File: src/rtl/core/pal_pkg.sv
// Shared types and codes for the positional array list unit.
`timescale 1ns / 1ps
`default_nettype none

package pal_pkg;

    localparam int OP_W     = 2;
    localparam int POS_W    = 7;
    localparam int DATA_W   = 32;
    localparam int STATUS_W = 2;

    localparam logic [OP_W-1:0] OP_INSERT = 2'd0;
    localparam logic [OP_W-1:0] OP_DELETE = 2'd1;
    localparam logic [OP_W-1:0] OP_GET    = 2'd2;
    localparam logic [OP_W-1:0] OP_LOCATE = 2'd3;

    localparam logic [STATUS_W-1:0] ST_OK        = 2'd0;
    localparam logic [STATUS_W-1:0] ST_OVERFLOW  = 2'd1;
    localparam logic [STATUS_W-1:0] ST_BADPOS    = 2'd2;
    localparam logic [STATUS_W-1:0] ST_UNDERFLOW = 2'd3;

    typedef struct packed {
        logic [OP_W-1:0]   operation;
        logic [POS_W-1:0]  position;
        logic [DATA_W-1:0] value;
    } pal_req_t;

    typedef struct packed {
        logic [DATA_W-1:0]   read_value;
        logic [POS_W-1:0]    found_position;
        logic [STATUS_W-1:0] status;
        logic [POS_W-1:0]    item_count;
    } pal_res_t;

endpackage

`default_nettype wire

File: src/rtl/core/pal_ram.sv
// Generic single-write, single-read RAM with registered read data.
`timescale 1ns / 1ps
`default_nettype none

module pal_ram #(
    parameter int WIDTH  = 32,
    parameter int DEPTH  = 64,
    parameter int ADDR_W = $clog2(DEPTH)
) (
    input  wire logic              clk,
    input  wire logic              wr_en,
    input  wire logic [ADDR_W-1:0] wr_addr,
    input  wire logic [WIDTH-1:0]  wr_data,
    input  wire logic [ADDR_W-1:0] rd_addr,
    output logic      [WIDTH-1:0]  rd_data
);

    logic [WIDTH-1:0] mem [DEPTH];

    always_ff @(posedge clk)
    begin
        if (wr_en)
        begin
            mem[wr_addr] <= wr_data;
        end
        rd_data <= mem[rd_addr];
    end

endmodule

`default_nettype wire

File: src/rtl/core/pal_seq.sv
// Operation sequencer: range checks, entry walk over the RAM, shared compare.
`timescale 1ns / 1ps
`default_nettype none

module pal_seq import pal_pkg::*; #(
    parameter int DEPTH       = 64,
    parameter int VALUE_WIDTH = 32,
    parameter int ADDR_W      = $clog2(DEPTH)
) (
    input  wire logic                   clk,
    input  wire logic                   rst_n,
    input  wire logic                   req_valid,
    output logic                        req_ready,
    input  wire pal_req_t               req,
    output logic                        res_valid,
    input  wire logic                   res_ready,
    output pal_res_t                    res,
    output logic                        mem_wr_en,
    output logic      [ADDR_W-1:0]      mem_wr_addr,
    output logic      [VALUE_WIDTH-1:0] mem_wr_data,
    output logic      [ADDR_W-1:0]      mem_rd_addr,
    input  wire logic [VALUE_WIDTH-1:0] mem_rd_data
);

    localparam int CW = $clog2(DEPTH + 1);
    localparam int PW = ((CW > POS_W) ? CW : POS_W) + 1;

    localparam logic [2:0] S_IDLE = 3'd0;
    localparam logic [2:0] S_RD   = 3'd1;
    localparam logic [2:0] S_WR   = 3'd2;
    localparam logic [2:0] S_FIN  = 3'd3;
    localparam logic [2:0] S_DONE = 3'd4;

    logic [2:0]             state_reg, state_next;
    logic [CW-1:0]          cnt_reg, cnt_next;
    logic [ADDR_W-1:0]      k_reg, k_next;
    logic [ADDR_W-1:0]      pos_idx_reg, pos_idx_next;
    logic [OP_W-1:0]        op_reg, op_next;
    logic [VALUE_WIDTH-1:0] val_reg, val_next;
    logic [VALUE_WIDTH-1:0] rd_reg, rd_next;
    logic [POS_W-1:0]       found_reg, found_next;
    logic [STATUS_W-1:0]    status_reg, status_next;
    logic                   first_reg, first_next;

    logic [PW-1:0]          p_ext;
    logic [PW-1:0]          c_ext;
    logic [ADDR_W-1:0]      pos_m1;
    logic [ADDR_W-1:0]      cnt_m1;
    logic [CW-1:0]          kp1;
    logic                   hit;
    logic [63:0]            rd_wide;

    assign p_ext   = PW'(req.position);
    assign c_ext   = PW'(cnt_reg);
    assign pos_m1  = ADDR_W'(req.position - POS_W'(1));
    assign cnt_m1  = ADDR_W'(cnt_reg - CW'(1));
    assign kp1     = CW'(k_reg) + CW'(1);
    assign hit     = (mem_rd_data == val_reg);
    assign rd_wide = 64'(rd_reg);

    assign req_ready   = (state_reg == S_IDLE);
    assign res_valid   = (state_reg == S_DONE);
    assign mem_rd_addr = k_reg;

    assign res.read_value     = rd_wide[DATA_W-1:0];
    assign res.found_position = found_reg;
    assign res.status         = status_reg;
    assign res.item_count     = POS_W'(cnt_reg);

    always_comb
    begin
        state_next   = state_reg;
        cnt_next     = cnt_reg;
        k_next       = k_reg;
        pos_idx_next = pos_idx_reg;
        op_next      = op_reg;
        val_next     = val_reg;
        rd_next      = rd_reg;
        found_next   = found_reg;
        status_next  = status_reg;
        first_next   = first_reg;
        mem_wr_en    = 1'b0;
        mem_wr_addr  = k_reg;
        mem_wr_data  = mem_rd_data;

        case (state_reg)
            S_IDLE:
            begin
                if (req_valid)
                begin
                    op_next      = req.operation;
                    val_next     = VALUE_WIDTH'(req.value);
                    pos_idx_next = pos_m1;
                    rd_next      = '0;
                    found_next   = '0;
                    first_next   = 1'b1;
                    status_next  = ST_OK;
                    state_next   = S_DONE;
                    case (req.operation)
                        OP_INSERT:
                        begin
                            if (cnt_reg == CW'(DEPTH))
                            begin
                                status_next = ST_OVERFLOW;
                            end
                            else if (p_ext == '0 || p_ext > c_ext + PW'(1))
                            begin
                                status_next = ST_BADPOS;
                            end
                            else if (p_ext == c_ext + PW'(1))
                            begin
                                // append: nothing to shift
                                state_next = S_FIN;
                            end
                            else
                            begin
                                k_next     = cnt_m1;
                                state_next = S_RD;
                            end
                        end
                        OP_DELETE:
                        begin
                            if (cnt_reg == '0)
                            begin
                                status_next = ST_UNDERFLOW;
                            end
                            else if (p_ext == '0 || p_ext > c_ext)
                            begin
                                status_next = ST_BADPOS;
                            end
                            else
                            begin
                                k_next     = pos_m1;
                                state_next = S_RD;
                            end
                        end
                        OP_GET:
                        begin
                            if (p_ext == '0 || p_ext > c_ext)
                            begin
                                status_next = ST_BADPOS;
                            end
                            else
                            begin
                                k_next     = pos_m1;
                                state_next = S_RD;
                            end
                        end
                        default:
                        begin
                            if (cnt_reg != '0)
                            begin
                                k_next     = '0;
                                state_next = S_RD;
                            end
                        end
                    endcase
                end
            end

            S_RD:
            begin
                state_next = S_WR;
            end

            S_WR:
            begin
                case (op_reg)
                    OP_GET:
                    begin
                        rd_next    = mem_rd_data;
                        state_next = S_DONE;
                    end
                    OP_DELETE:
                    begin
                        // first read is the removed entry, later reads move down one
                        if (first_reg)
                        begin
                            rd_next = mem_rd_data;
                        end
                        else
                        begin
                            mem_wr_en   = 1'b1;
                            mem_wr_addr = k_reg - ADDR_W'(1);
                        end
                        first_next = 1'b0;
                        if (kp1 < cnt_reg)
                        begin
                            k_next     = k_reg + ADDR_W'(1);
                            state_next = S_RD;
                        end
                        else
                        begin
                            cnt_next   = cnt_reg - CW'(1);
                            state_next = S_DONE;
                        end
                    end
                    OP_INSERT:
                    begin
                        // walk down from the tail, moving each entry up one
                        mem_wr_en   = 1'b1;
                        mem_wr_addr = k_reg + ADDR_W'(1);
                        if (k_reg == pos_idx_reg)
                        begin
                            state_next = S_FIN;
                        end
                        else
                        begin
                            k_next     = k_reg - ADDR_W'(1);
                            state_next = S_RD;
                        end
                    end
                    default:
                    begin
                        if (hit)
                        begin
                            found_next = POS_W'(kp1);
                            state_next = S_DONE;
                        end
                        else if (kp1 < cnt_reg)
                        begin
                            k_next     = k_reg + ADDR_W'(1);
                            state_next = S_RD;
                        end
                        else
                        begin
                            state_next = S_DONE;
                        end
                    end
                endcase
            end

            S_FIN:
            begin
                mem_wr_en   = 1'b1;
                mem_wr_addr = pos_idx_reg;
                mem_wr_data = val_reg;
                cnt_next    = cnt_reg + CW'(1);
                state_next  = S_DONE;
            end

            S_DONE:
            begin
                if (res_ready)
                begin
                    state_next = S_IDLE;
                end
            end

            default:
            begin
                state_next = S_IDLE;
            end
        endcase
    end

    always_ff @(posedge clk or negedge rst_n)
    begin
        if (!rst_n)
        begin
            state_reg <= S_IDLE;
            cnt_reg   <= '0;
        end
        else
        begin
            state_reg <= state_next;
            cnt_reg   <= cnt_next;
        end
    end

    always_ff @(posedge clk)
    begin
        k_reg       <= k_next;
        pos_idx_reg <= pos_idx_next;
        op_reg      <= op_next;
        val_reg     <= val_next;
        rd_reg      <= rd_next;
        found_reg   <= found_next;
        status_reg  <= status_next;
        first_reg   <= first_next;
    end

endmodule

`default_nettype wire

File: src/rtl/core/positional_array_list_unit.sv
// Positional array list: ordered list of up to DEPTH values in one RAM.
//
// Input channel (in_valid/in_ready) carries operation, position, value; one
// beat per operation: insert, delete, get by position, locate value.
// Output channel (out_valid/out_ready) returns one beat per input beat:
// read_value, found_position, status and item_count after the operation.
// One operation is in flight at a time; in_ready is high only while the
// sequencer is idle. Each entry visited takes a RAM read state, then a
// write or compare state on the single RAM port pair:
//   get             : reads the entry at the position
//   insert at pos p : shifts entries p..count up from the tail, writes value
//   delete at pos p : reads entry p, then moves later entries down one
//   locate          : walks from entry 1 to the first match or the end
//   any error       : goes straight to the result
// Results are then registered at the output. A finished result sits in the
// output register; the next beat is taken while it waits, and the sequencer
// holds its own result if the output register is still occupied.
// Reset empties the list (count to zero); RAM contents are not cleared.
`timescale 1ns / 1ps
`default_nettype none

module positional_array_list_unit import pal_pkg::*; #(
    parameter int DEPTH       = 64,
    parameter int VALUE_WIDTH = 32
) (
    input  wire logic                clk,
    input  wire logic                rst_n,
    input  wire logic                in_valid,
    output logic                     in_ready,
    input  wire logic [OP_W-1:0]     operation,
    input  wire logic [POS_W-1:0]    position,
    input  wire logic [DATA_W-1:0]   value,
    output logic                     out_valid,
    input  wire logic                out_ready,
    output logic      [DATA_W-1:0]   read_value,
    output logic      [POS_W-1:0]    found_position,
    output logic      [STATUS_W-1:0] status,
    output logic      [POS_W-1:0]    item_count
);

    localparam int ADDR_W = $clog2(DEPTH);

    pal_req_t               req;
    pal_res_t               res;
    logic                   res_valid;
    logic                   res_ready;
    logic                   mem_wr_en;
    logic [ADDR_W-1:0]      mem_wr_addr;
    logic [VALUE_WIDTH-1:0] mem_wr_data;
    logic [ADDR_W-1:0]      mem_rd_addr;
    logic [VALUE_WIDTH-1:0] mem_rd_data;

    logic                   out_valid_reg;
    pal_res_t               out_reg;

    assign req.operation = operation;
    assign req.position  = position;
    assign req.value     = value;

    pal_seq #(
        .DEPTH       (DEPTH),
        .VALUE_WIDTH (VALUE_WIDTH),
        .ADDR_W      (ADDR_W)
    ) u_seq (
        .clk         (clk),
        .rst_n       (rst_n),
        .req_valid   (in_valid),
        .req_ready   (in_ready),
        .req         (req),
        .res_valid   (res_valid),
        .res_ready   (res_ready),
        .res         (res),
        .mem_wr_en   (mem_wr_en),
        .mem_wr_addr (mem_wr_addr),
        .mem_wr_data (mem_wr_data),
        .mem_rd_addr (mem_rd_addr),
        .mem_rd_data (mem_rd_data)
    );

    pal_ram #(
        .WIDTH  (VALUE_WIDTH),
        .DEPTH  (DEPTH),
        .ADDR_W (ADDR_W)
    ) u_entry_store (
        .clk     (clk),
        .wr_en   (mem_wr_en),
        .wr_addr (mem_wr_addr),
        .wr_data (mem_wr_data),
        .rd_addr (mem_rd_addr),
        .rd_data (mem_rd_data)
    );

    // output register: refill when empty or being drained this cycle
    assign res_ready = !out_valid_reg || out_ready;

    always_ff @(posedge clk or negedge rst_n)
    begin
        if (!rst_n)
        begin
            out_valid_reg <= 1'b0;
        end
        else if (res_ready)
        begin
            out_valid_reg <= res_valid;
        end
    end

    always_ff @(posedge clk)
    begin
        if (res_valid && res_ready)
        begin
            out_reg <= res;
        end
    end

    assign out_valid      = out_valid_reg;
    assign read_value     = out_reg.read_value;
    assign found_position = out_reg.found_position;
    assign status         = out_reg.status;
    assign item_count     = out_reg.item_count;

endmodule

`default_nettype wire

File: config.mk
export PLATFORM = sky130hd
export DESIGN_NAME = positional_array_list_unit
export DESIGN_NICKNAME = d
export VERILOG_FILES = /design/src/rtl/core/pal_pkg.sv /design/src/rtl/core/pal_ram.sv /design/src/rtl/core/pal_seq.sv /design/src/rtl/core/positional_array_list_unit.sv
export SDC_FILE = /design/constraint.sdc
export NUM_CORES = 2
export LEC_CHECK = 0
export ABC_CLOCK_PERIOD_IN_PS = 4400
export BUFFER_PORTS_ARGS = -buffer_cell sky130_fd_sc_hd__clkbuf_2
export CAP_MARGIN = 20
export CORE_MARGIN = 2
export CORE_UTILIZATION = 55
export DETAILED_ROUTE_END_ITERATION = 10
export GPL_TIMING_DRIVEN = 0
export PLACE_DENSITY = 0.73
export SKIP_LAST_GASP = 1
export SLEW_MARGIN = 25
export SYNTH_ARGS = -nofsm -noshare
export SYNTH_HDL_FRONTEND = slang
export SYNTH_SLANG_ARGS = --single-unit
File: constraint.sdc
create_clock -name clk -period 4.4 [get_ports clk]
set_input_delay 0.44 -clock clk [delete_from_list [all_inputs] [get_ports clk]]
set_output_delay 0.44 -clock clk [all_outputs]
set_load 0.01 [all_outputs]
### Word level (Yosys, flattened, before mapping)

Memories as Yosys holds them, arrays and structs flattened. A register that Yosys moved wholly into a read port is not among the register bits.
Cells that the tools add are included.

* memories kept: 1
* flip-flop bits (word level): 147
* bits of input ports: 45
* logic and storage cells: 130
* memory bits (writable): 2048
* output and inout bits: 50

Memories
* u_entry_store.mem: depth 64, bits a word 32, rd ports 1, clocked after memory_dff 1, wr ports 1, RTL line pal_ram.sv:18 `logic [WIDTH-1:0] mem [DEPTH];`

* $lt $le $gt $ge: 3
* equal/unequal tests: 28
* add/subtract/negate cells: 7
* mux-type cells: 55
* reductions and logical operators: 21

Operators with widths (number)
* 32-bit one-hot mux with 2 select lines: 2
* 32-bit 2-to-1 mux: 3
* 6-bit 2-to-1 mux: 11
* 6-bit one-hot mux with 2 select lines: 3
* 6-bit one-hot mux with 3 select lines: 2
* 7-bit 2-to-1 mux: 5
* 32-bit equality test: 1
* 7-bit one-hot mux with 2 select lines: 2
* 3-bit 2-to-1 mux: 9
* 3-bit one-hot mux with 3 select lines: 2
* 3-bit inequality test (second input constant): 5
* 3-bit one-hot mux with 5 select lines: 1
* 2-bit 2-to-1 mux: 6
* 6-bit by 1-bit subtractor with 6-bit output (second input constant): 2
* 10-bit AND reduction: 1
* 7-bit by 1-bit adder with 8-bit output (second input constant): 1
* 7-bit by 8-bit equality test with 1-bit output: 1
* 7-bit by 8-bit > comparator with 1-bit output: 1
* 8-bit logical NOT: 1
* 2-bit inequality test (second input constant): 4
* 4-bit AND reduction: 2
* 6-bit by 1-bit adder with 7-bit output (second input constant): 1
* 7-bit by 1-bit adder with 7-bit output (second input constant): 1
* 7-bit equality test (second input constant): 1
* 29 further kinds: 46

### Longest topological paths before layout

* depth after elaboration: 8
* mapped depth: 14
* gate-level depth less buffers: 11

### Modules after synthesis

Synthesis repeated with hierarchy kept, for this count alone.

* cells, all modules: 4168
* area, all modules: 86530.5 µm²

Modules (own cells, without submodules)
* pal_ram: instances 1, sequential area each 62139.6 µm², cells each 3511, area an instance 79039.6 µm²
* pal_seq: instances 1, sequential area each 2892.8 µm², cells each 605, area an instance 5995.8 µm²
* positional_array_list_unit: instances 1, sequential area each 1466.4 µm², cells each 52, area an instance 1495.2 µm²

### Least setup slack after synthesis

No wires, ideal clock.

* path kind: reg-to-reg
* start: reg u_seq.k_reg[1] (netlist: u_seq.mem_rd_addr[1])
* end: mem u_entry_store.mem[15][0] (enable)
* buffers on the path: 4
* data arrival time: 4.144 ns
* path slack: -0.165 ns
* cell stages (with the launch flop): 13
* required time: 3.979 ns
* clock period less this slack: 4.565 ns
* library setup time: 0.421 ns
* cells stage by stage: edfxtp_1 -> buf_2 -> buf_2 -> buf_2 -> clkbuf_1 -> clkinv_1 -> ha_1 -> nor3b_1 -> o211ai_1 -> a2bb2oi_1 -> nor3b_1 -> nand2_1 -> nor2_1

* word-level cells in the longest chain between the ends: 4
* elaborated cells on any way between the ends: 5
* those cells by class: add/sub: 2; mux: 3

Ends and longest elaborated chain
* start, declared: RTL line pal_seq.sv:36 `logic [ADDR_W-1:0] k_reg, k_next;`
* start signal, assigned: RTL line pal_seq.sv:273 `k_reg <= k_next;`
* 6-bit by 1-bit subtractor with 6-bit output: RTL line pal_seq.sv:184 `mem_wr_addr = k_reg - ADDR_W'(1);`
* 6-bit 2-to-1 mux: RTL line pal_seq.sv:177 `if (first_reg)`
* 6-bit one-hot mux with 2 select lines: RTL line pal_seq.sv:168 `case (op_reg)`
* 6-bit one-hot mux with 2 select lines (*): RTL line pal_seq.sv:86 `case (state_reg)`
* end, declared: RTL line pal_ram.sv:18

Mark *: on every way between the ends. The rest lies on a longest branch, timed or not.

### Worst setup path after layout

* start: reg u_seq.k_reg[0] (netlist: u_seq.mem_rd_addr[0])
* end: mem u_entry_store.mem[44][18] (enable)

Same word-level chain as after synthesis.

==> out/summary.json <==
{
  "relSlewSlack": 0.179,
  "vias": 46300,
  "synthesis.area_um2": 86000,
  "critical_path.endpoint_type": "flop",
  "nets": 4456,
  "unrepaired_setup_endpoints_after_global_routing": "true",
  "violated_checks": "setup timing",
  "dp.final_hpwl_um": 157000,
  "maxCapViolations": 0,
  "slew_violations": 0,
  "number_of_iterations_in_the_first_detailed_routing_pass": 8,
  "critical_path_peak_fanout": 14,
  "timing.critical_path.required_ps": 4940,
  "overflow": 0,
  "critPathSlowestCell": "sky130_fd_sc_hd__nor3_1",
  "numCtsBuffers": 206,
  "std_cell_rows": 145,
  "worst-setup-path-type": "reg2reg",
  "critical_path.reg2reg.endpoint": "u_entry_store.mem[44][18]$_DFFE_PP_",
  "cts.root.buffer_cell": "sky130_fd_sc_hd__clkbuf_16",
  "dr_wl_met2_um": 119000,
  "switching_share": 0.353,
  "min_period_over_period": 1.01,
  "critical_path.reg2reg.startpoint": "u_seq.mem_rd_addr[0]$_DFFE_PP_",
  "wl_per_cell_um": 39.1,
  "ys.warnings.count": 0,
  "final_non_filler_cells": 6609,
  "layout_common_cells": "sky130_fd_sc_hd__edfxtp_1, sky130_fd_sc_hd__mux4_2, sky130_fd_sc_hd__clkbuf_16",
  "synth.yosys.seq_area_share": 0.774,
  "floorplan.die.height_um": 399,
  "cts.reportedPaths.clkPinSlew_ps": 60,
  "crit_path_max_incr_delay_ps": 530,
  "clk-insertion-delay-late_ps": 880,
  "viasPerCell": 7.01,
  "antenna_violating_nets_post_route": 0,
  "post-place-cells": 6102,
  "syn_avg_cell_area_um2": 22.5,
  "pwr-share-seq": 0.400,
  "timing.critical_path.arrival_ps": 4980,
  "via_count_of_the_first_global_routing_pass": 45700,
  "worst-r2r-cell-count": 11,
  "die_width_um": 399,
  "asyncSetResetFlopFracSynth": 0.00494,
  "flop_to_flop_setup_slack_ps": -40,
  "worstSetupStartpointType": "flop",
  "clockBufferDepth": 3,
  "met3_length_um": 34400,
  "first_iter_violations": 7997,
  "leakage_nw": 32.4,
  "fin_tns_setup_ps": -441,
  "crit_end": "u_entry_store.mem[44][18]$_DFFE_PP_",
  "min_path_type": "in2async",
  "grt_first_pass_wirelength_um": 358000,
  "die_area_um2": 159000,
  "worst_slack_ps": -39.8,
  "report.final.setup_viol": 15,
  "wl_met1_um": 86600,
  "syn-instance-count": 3826,
  "slew_at_the_pin_with_the_worst_max_slew_slack_ps": 1230,
  "worst_ir_drop_vdd_v": 0.000582,
  "numPortBuffers": 94,
  "initial_utilization": 0.552,
  "antenna_found_initial": 10,
  "synth_nets": 3901,
  "most_common_library_cell_in_the_layout_ignoring_fill_and_taps": "sky130_fd_sc_hd__edfxtp_1",
  "area_delta_synth_final_pct": 17.7,
  "maxClockFrequency_mhz": 225,
  "synth_ff_type": "sky130_fd_sc_hd__edfxtp_1",
  "final_design_area_no_fill_um2": 101000,
  "dpl_cell_area_um2": 92800,
  "outcome": "complete, but fails checks",
  "top_layer_used": "met5",
  "i_o_pin_total": 95,
  "cp-startpoint": "u_seq.mem_rd_addr[0]$_DFFE_PP_",
  "synth_edf_count": 2184,
  "routed_wl_um": 259000,
  "power.clock.fraction": 0.255,
  "post_route_cells_drive_above_1_share": 0.316,
  "number_of_flip_flops_in_the_largest_register": 2048,
  "power_density_nw_per_um2": 696,
  "timing.final.hold_violations": 0,
  "gpl.final_weighted_congestion": 0.948,
  "globalRouteTotalUtil": 0.329,
  "htreeDepth": 4,
  "post-route-min-period_ps": 4440,
  "yosys.cell_types.count": 64,
  "pwr-share-comb": 0.346,
  "detail_route.drc_violations": 0,
  "power_switching_mw": 24.8,
  "clock_skew_ps": 39.5,
  "regMostFlops": "u_entry_store.mem",
  "cts_tree": "built",
  "internal-power_mw": 45.5,
  "cts_num_sinks": 2227,
  "maximum_number_of_pins_on_one_net_before_global_route_repair": 65,
  "timing.critical_path.cells": "buf_6, buf_2, buf_4, nor3_1, a2bb2oi_1, nor3_1, a211o_1, nand3_4, nor2_4, buf_16, buf_16",
  "coreArea_um2": 156000,
  "number_of_storage_elements_in_the_synthesis_netlist": 2227
}
[layout make-up]
type / instances / area [µm²]
Sequential cell: 2227 / 66500
Fill cell: 9500 / 54500
Multi-Input combinational cell: 1377 / 19400
Clock buffer: 254 / 5380
Timing Repair Buffer: 350 / 4980
Tap cell: 2058 / 2570
Clock inverter: 123 / 1260
Buffer: 195 / 942
Inverter: 24 / 92.6
Antenna cell: 1 / 2.50
[metrics by stage]
| stage | util | setup WS, ps | total power [mW] | hold slack (ps) |
|---|---|---|---|---|
| finish | 0.650 | -39.8 | 70.4 | 53.7 |
| global route | 0.650 | -38.3 | 71.6 | 56.8 |
| CTS | 0.649 | -90.1 | 69.2 | 2.06 |
| detailed placement | 0.596 | -2360 | 51.2 | 359 |
| global placement | 0.572 | -4300 | 50.0 | 355 |
| floorplan | - | -165 | 41.0 | 144 |
[how the worst min path moves through the flow]
stage | to | cells past startpoint
floorplan | out_valid$_DFFE_PN0P_ | 0
global placement | out_valid$_DFFE_PN0P_ | 1
detailed placement | out_valid$_DFFE_PN0P_ | 1
CTS | out_valid$_DFFE_PN0P_ | 2
global route | u_seq.pos_idx_reg[0]$_DFFE_PP_ | 2
finish | out_valid$_DFFE_PN0P_ | 2
[cell families after synthesis]
kind of cell,synth area share
AO/OA/AOI/OAI,0.0170
XOR/XNOR,0.00652
adder cells (fa/ha/maj),0.00437
buffers and inverters,0.0116
flip-flops,0.774
multiplexers,0.164
AND/OR/NAND/NOR,0.0228
[repair_timing]
item | CTS | global route
hold buffers | 37 | 0
resized for setup | 31 | 17
pin swaps | 49 | 3
endpoints found under the setup margin | 2063 | 1082
endpoints found under the hold margin | 47 | 0
setup buffers | 88 | 6
[cell usage after synthesis, drive strengths merged, types with 21 or more instances]
master,number,area [µm²]
buf,108,571
and3,36,225
xor2,38,333
a22oi,30,225
nand3,22,155
mux2i,42,420
o21ai,21,105
xnor2,26,228
ha,30,375
clkbuf,90,338
edfxtp,2184,65600
a211oi,22,180
mux4,608,13700
a21oi,35,175
inv,22,82.6
nand2,163,612
dfxtp,32,641
nor2,113,424
o22ai,39,244
[per-layer routing]
layer | vias up | track usage
met5 | - | 0
met4 | 10 | 0.188
met3 | 903 | 0.0993
met2 | 4292 | 0.502
met1 | 23800 | 0.424
li1 | 17300 | -
[critical path, delay by kind of cell (launching register included)]
kind | cells | cell delay, ps
AO/OA/AOI/OAI | 2 | 660
buffers and inverters | 5 | 1190
AND/OR/NAND/NOR | 4 | 1780
flip-flops | 1 | 430
[power by group through the flow]
stage	combinational, mW	clock (mW)	sequential (mW)
2_1_floorplan	12.4	0	28.6
3_3_place_gp	20.9	0	29.1
3_5_place_dp	22.7	0	28.5
4_1_cts	23.2	17.9	28.1
5_1_grt	24.7	18.7	28.2
6_report	24.3	17.9	28.1
No activity file was read; power rests on OpenSTA's default activity.
